File: src/pcmq_pkg.sv
`timescale 1ns / 1ps
`default_nettype none
// ----------------------------------------------------------------------------
// pcmq_pkg
// Shared constants and types for the per-connection message queue.
// ----------------------------------------------------------------------------
package pcmq_pkg;
  localparam int Connections = 8;
  localparam int MsgBytes    = 64;
  localparam int Capacity    = 16;
  localparam int SlotW       = $clog2(Capacity);
  localparam int ByteW       = $clog2(MsgBytes);
  localparam int LenW        = $clog2(MsgBytes + 1);
  localparam int FillW       = $clog2(Capacity + 1);

  typedef enum logic [1:0] {
    OP_PUSH  = 2'd0,
    OP_POP   = 2'd1,
    OP_OLDEST = 2'd2,
    OP_COUNT = 2'd3
  } op_t;

  typedef enum logic [1:0] {
    ST_OK    = 2'd0,
    ST_FULL  = 2'd1,
    ST_BADID = 2'd2,
    ST_EMPTY = 2'd3
  } status_t;

  typedef enum logic [2:0] {
    S_IDLE,
    S_SEARCH,
    S_SHIFT,
    S_EMIT,
    S_RESP
  } state_t;

  // one arrival cell: slot number and owner, shifted as a unit
  typedef struct packed {
    logic [SlotW-1:0] slot;
    logic [7:0]       owner;
  } entry_t;

  // control from the sequencer to the arrival chain
  typedef struct packed {
    logic             append;
    logic             remove;
    logic [SlotW-1:0] remove_pos;
    entry_t           app_entry;
  } chain_ctl_t;
endpackage
`default_nettype wire

File: src/pcmq_cell.sv
`timescale 1ns / 1ps
`default_nettype none
// ----------------------------------------------------------------------------
// pcmq_cell
// One arrival-order cell: holds, loads from the tail or takes its neighbor.
// ----------------------------------------------------------------------------
module pcmq_cell (
  input  wire logic              clk,
  input  wire logic              load,
  input  wire logic              take_next,
  input  wire pcmq_pkg::entry_t  load_entry,
  input  wire pcmq_pkg::entry_t  next_entry,
  output pcmq_pkg::entry_t       entry
);
  always_ff @(posedge clk) begin
    if (take_next) begin
      entry <= next_entry;
    end else if (load) begin
      entry <= load_entry;
    end
  end
endmodule
`default_nettype wire

File: src/pcmq_chain.sv
`timescale 1ns / 1ps
`default_nettype none
// ----------------------------------------------------------------------------
// pcmq_chain
// Arrival list as a row of cells; removal shifts later cells into the gap.
// ----------------------------------------------------------------------------
module pcmq_chain (
  input  wire logic                           clk,
  input  wire logic                           rst,
  input  wire pcmq_pkg::chain_ctl_t           ctl,
  output pcmq_pkg::entry_t                    entries [pcmq_pkg::Capacity],
  output logic [pcmq_pkg::FillW-1:0]          fill
);
  logic [pcmq_pkg::FillW-1:0] tail;

  always_comb begin
    tail = fill;
    if (ctl.remove) begin
      tail = fill - 1'b1;
    end
  end

  for (genvar g = 0; g < pcmq_pkg::Capacity; g++) begin : g_cell
    logic ld;
    logic tk;
    pcmq_pkg::entry_t nx;
    assign ld = ctl.append && (tail == pcmq_pkg::FillW'(g));
    assign tk = ctl.remove && (pcmq_pkg::FillW'(g) >= {1'b0, ctl.remove_pos});
    if (g == pcmq_pkg::Capacity - 1) begin : g_end
      assign nx = entries[g];
    end else begin : g_mid
      assign nx = entries[g+1];
    end
    pcmq_cell u_cell (
      .clk        (clk),
      .load       (ld),
      .take_next  (tk),
      .load_entry (ctl.app_entry),
      .next_entry (nx),
      .entry      (entries[g])
    );
  end

  always_ff @(posedge clk) begin
    if (rst) begin
      fill <= '0;
    end else begin
      fill <= tail + pcmq_pkg::FillW'(ctl.append);
    end
  end
endmodule
`default_nettype wire

File: config.mk
export PLATFORM = sky130hd
export DESIGN_NAME = pcmq_chain
export DESIGN_NICKNAME = d
export VERILOG_FILES = /design/src/pcmq_pkg.sv /design/src/pcmq_cell.sv /design/src/pcmq_chain.sv
export SDC_FILE = /design/constraint.sdc
export NUM_CORES = 1
export LEC_CHECK = 0
export ABC_AREA = 1
export BUFFER_PORTS_ARGS = -buffer_cell sky130_fd_sc_hd__clkbuf_2
export CAP_MARGIN = 20
export CORE_ASPECT_RATIO = 2
export CORE_MARGIN = 5
export CORE_UTILIZATION = 58
export CTS_CLUSTER_DIAMETER = 120
export DETAILED_ROUTE_END_ITERATION = 6
export PLACE_DENSITY = 0.89
export SLEW_MARGIN = 20
export SYNTH_ARGS = -nofsm -noshare
export SYNTH_HDL_FRONTEND = slang
export SYNTH_HIERARCHICAL = 1
export SYNTH_SLANG_ARGS = --single-unit
File: constraint.sdc
create_clock -name clk -period 3.2 [get_ports clk]
set_input_delay 0.16 -clock clk [delete_from_list [all_inputs] [get_ports clk]]
set_output_delay 0.16 -clock clk [all_outputs]
set_load 0.02 [all_outputs]
# Word level (Yosys, flattened, before mapping)
# Index checks and enable logic that the tools add are counted.
# W data, S select, Z words.
[totals]
regBits = 197
latchBits = 0
mem_bits_rw = 0
rom_bits = 0
inputBits = 20
output_inout_bits = 197
n_memories = 0
[op_classes]
n_addsub = 2
n_mul = 0
div_mod_pow = 0
n_lt_le_gt_ge = 15
n_eq_ne = 15
shifts = 0
muxes = 31
n_bitwise = 1
reduce_logical = 48
[op_table]
columns = ["op", "count"]
rows = [
  ["$mux W12", 30],
  ["$eq A5 B4 Y1 const B", 8],
  ["$logic_and A1 B1 Y1", 31],
  ["$reduce_bool A2 Y1", 15],
  ["$ge A4 B4 Y1 const A", 7],
  ["$eq A5 B3 Y1 const B", 4],
  ["$ge A3 B4 Y1 const A", 4],
  ["$eq A5 B2 Y1 const B", 2],
  ["$ge A1 B4 Y1 const A", 2],
  ["$ge A2 B4 Y1 const A", 2],
  ["$add A5 B1 Y5", 1],
  ["$eq A5 B1 Y1 const B", 1],
  ["$logic_not A5 Y1", 1],
  ["$mux W5", 1],
  ["$sub A5 B1 Y5 const B", 1],
  ["$reduce_and A2 Y1", 1],
  ["$not A1 Y1", 1],
]

# Depth between registers and ports, before layout
[depth]
depth_word = 6
mapped_depth = 12

# Hierarchy
# The synthesis kept the hierarchy.
[by_module_without_submodules]
columns = ["module", "instances", "cells_per_inst", "area_per_inst_um2"]
rows = [
  ["pcmq_cell", 16, 52, 524.3],
  ["pcmq_chain", 1, 108, 564.3],
]

# Worst setup path after synthesis
# No wires, ideal clock.
[synth_path]
path_kind = "register -> register"
from = "register fill[0] in the netlist's numbering"
to = "register g_cell[0].u_cell/entry[0] in the netlist's numbering, enable pin"
setup_ns = 0.281
arrival_time_ns = 1.732
required_ns = 2.919
slack_ns = 1.187
path_stages_with_launch = 10
path_buffers = 0
synth_period_minus_slack_ns = 2.013
cell_sequence = "dfxtp_1 -> inv_1 -> ha_1 -> nand2_1 -> o21ai_0 -> inv_1 -> nor2_1 -> nand3_1 -> nor2_1 -> or2_2"
[synth_via]
elab_chain_cells = 5
[synth_lines]
columns = ["element", "line_no", "text"]
rows = [
  ["start: declaration", "pcmq_chain.sv:12", "output logic [pcmq_pkg::FillW-1:0] fill"],
  ["start signal: assignment", "pcmq_chain.sv:48", "fill <= tail + pcmq_pkg::FillW'(ctl.append);"],
  ["$sub A5 B1 Y5", "pcmq_chain.sv:19", "tail = fill - 1'b1;"],
  ["$mux W5 *", "pcmq_chain.sv:18", "if (ctl.remove) begin"],
  ["$logic_not A5 Y1 *", "pcmq_chain.sv:27", "assign ld = ctl.append && (tail == pcmq_pkg::FillW'(g));"],
  ["$logic_and A1 B1 Y1 *", "pcmq_chain.sv:27", ""],
  ["net g_cell[0].ld", "pcmq_chain.sv:24", "logic ld;"],
  ["$reduce_bool A2 Y1 (no line) *", "-", ""],
  ["end signal: assignment", "pcmq_cell.sv:17", "entry <= next_entry;"],
  ["end signal: assignment", "pcmq_cell.sv:19", "entry <= load_entry;"],
  ["end: declaration", "pcmq_cell.sv:13", "output pcmq_pkg::entry_t entry"],
]
# Mark *: on every way through the listed nets, which the timed path passes. The rest lies on a longest branch.
# A chain may end at the register's enable or synchronous reset.

# Worst setup path after layout
[layout_path]
from = "register fill[0] in the netlist's numbering"
to = "register g_cell[0].u_cell/entry[3] in the netlist's numbering, enable pin"
# The elaborated chain is that of the path after synthesis.

==> run metrics <==
status=complete, but fails checks; failing checks=DRC; total track usage=29.6%; Power Density=604 nW/um2; Post-CTS Setup Bufs=0; vias in the first global route=7512; final hold vios=0; Sink Count=197; Peak VDD IR=0.448 mV; Tot Pwr=6.47 mW; Max Transition Viols Final=0; CP max FO=12; Worst-Skew Late Latency=0.44 ns; actual slew at the worst max-slew pin=0.642 ns; yosys warns=6; first-pass GRT wire length=40.4 mm; Setup crit end kind=flop; Worst EP required=3.31 ns; Setup TNS Final=0 ns; min Tclk post-route=2.24 ns; Unique masters post-synth=18; HPWL after detailed placement=19.1 mm; Setup violations, final=0; Peak Freq=446 MHz; final wirelength=26.4 mm; io pins=217; Max Cap Viol=0; antenna viol nets, final=0; post-synthesis register bit count=197; Die Ht=186 um; post-layout util=70.3%; Mapped Area=8950 um2; Placed Cells incl. Taps=1337; RSZ-0062 raised after global routing=false; Synth Flop Type=edfxtp_1; Root Buffer=clkbuf_16; Antenna Cells=0; fraction of layout cells with a size suffix above 1=25.7%; gr ovfl total=0; DRT iter0 DRCs=698; WL/cell=19.3 um; DRC=1; pin count of the biggest net entering global routing=22; Post-synth ARST share=0%; DRT Pass-1 Iters=7; Syn Nets=963; number of enable flip-flop cells after synthesis=192; area delta synth->final=19.5%; Startpoint Class=flop; Die ar.=18200 um2; cts bufs inserted=17; Static Leak=5.17 nW; Port-buffer cells=216; Clock Path Buffers=2; initial core utilization=58.8%; critical path class=reg2reg; most frequent cells in the layout=596 x nand2_1, 216 x clkbuf_2, 192 x edfxtp_1; CTS resizes=0; skew final=0.0124 ns; FILL cells=1101; # nets final=1182; most common cell after layout, fill and taps aside=nand2_1; critical path arrival=2.36 ns; Mapped Cells=940; Core Area=15200 um2; DR vias=7539; Placer Congestion=0.924; vias per std cell=5.50; H-tree depth=4; CTS clock-pin slew for the worst setup and hold paths=0.08 ns; Finished Layout Cells=1370; initial antenna violation count=0; Syn Area/Cell=9.52 um2; Worst Hold Class=in2reg; Fin Hold WS=0.139 ns; FP Rows=64; CTS tree=yes; Die W=97.9 um; sequential element share of the synthesized area=65.5%; Final period util=70.1%; Worst slew margin=57.2%
sequential cells by signal, indices dropped and copies added (netlist names):
| name | count |
|---|---|
| fill | 5 |
| g_cell.u_cell/entry | 192 |
routing by layer:
layer	up-vias	track usage [%]	share of wire, %
met1	3466	30.1	31
met5	-	0	0
met4	0	19.3	6.2
met3	104	6.68	9.8
met2	532	53.6	53
li1	3437	-	-
final timing paths:
kind / from / to / slack, ns / cells past startpoint
worst max register to register: fill[0] / g_cell[0].u_cell/entry[3] / 0.96 / 9
worst min register to register: g_cell[4].u_cell/entry[0] / g_cell[3].u_cell/entry[0] / 0.55 / 2
worst min-delay path: ctl[17] / fill[0] / 0.14 / 4
worst max-delay path: fill[0] / g_cell[0].u_cell/entry[3] / 0.96 / 9
what timing repair did:
item / CTS / global route
hold buffers: 1 / 0
endpoints found under the setup margin: 0 / 0
endpoints found under the hold margin: 3 / 0
worst max-delay path, stage by stage (launching register included):
cell     delay, ns
dfxtp_1       0.40
inv_1         0.08
ha_1          0.27
nand2_1       0.04
o21ai_0       0.16
inv_1         0.14
nor2_1        0.13
nand3_1       0.18
nor2_1        0.18
or2_2         0.32
logic make-up (layout without fill, tap and decap cells):
group / after synthesis / in the layout / synth area share [%]
buffers and inverters: 67 / 299 / 4.82
adder cells (fa/ha/maj): 3 / 3 / 0.419
AND/OR/NAND/NOR: 661 / 661 / 28.5
AO/OA/AOI/OAI: 12 / 12 / 0.699
flip-flops: 197 / 197 / 65.5
where the power goes:
group          internal, mW  switching (mW)  total (mW)  leakage, nW
logic                 0.280           0.765        1.04         3.02
registers              3.11           0.152        3.26         1.87
clock network          1.18           0.986        2.16        0.282
total                  4.56            1.90        6.47         5.17
per-stage QoR:
stage	instance area [um2]	setup WS [ns]
4_1_cts	10700	0.979
3_5_place_dp	10100	1.00
5_1_grt	10700	0.765
2_1_floorplan	8950	1.19
3_3_place_gp	10100	1.05
6_report	10700	0.957
cells in the mapped netlist (2+ instances only):
cell type / count / area share, %
nand2_1: 596 / 25
edfxtp_1: 192 / 64
nor2_1: 36 / 1.5
inv_2: 18 / 0.75
inv_1: 17 / 0.71
or2_2: 17 / 1.2
buf_4: 16 / 1.3
buf_6: 16 / 2.0
a21oi_1: 6 / 0.34
nand3_1: 6 / 0.34
dfxtp_1: 5 / 1.1
o21ai_0: 5 / 0.28
ha_1: 3 / 0.42
nand2_2: 2 / 0.14
nor2_4: 2 / 0.25
area by class of cell:
type                            count  area [um2]  area share (%)
Timing Repair Buffer              232        1200            11.2
Tap cell                          198         248            2.31
Multi-Input combinational cell    676        2660            24.8
Clock buffer                       18         429            4.01
Inverter                           35         131            1.23
Sequential cell                   197        5870            54.8
Clock inverter                     14         169            1.58
(Power assumes the default switching activity.)
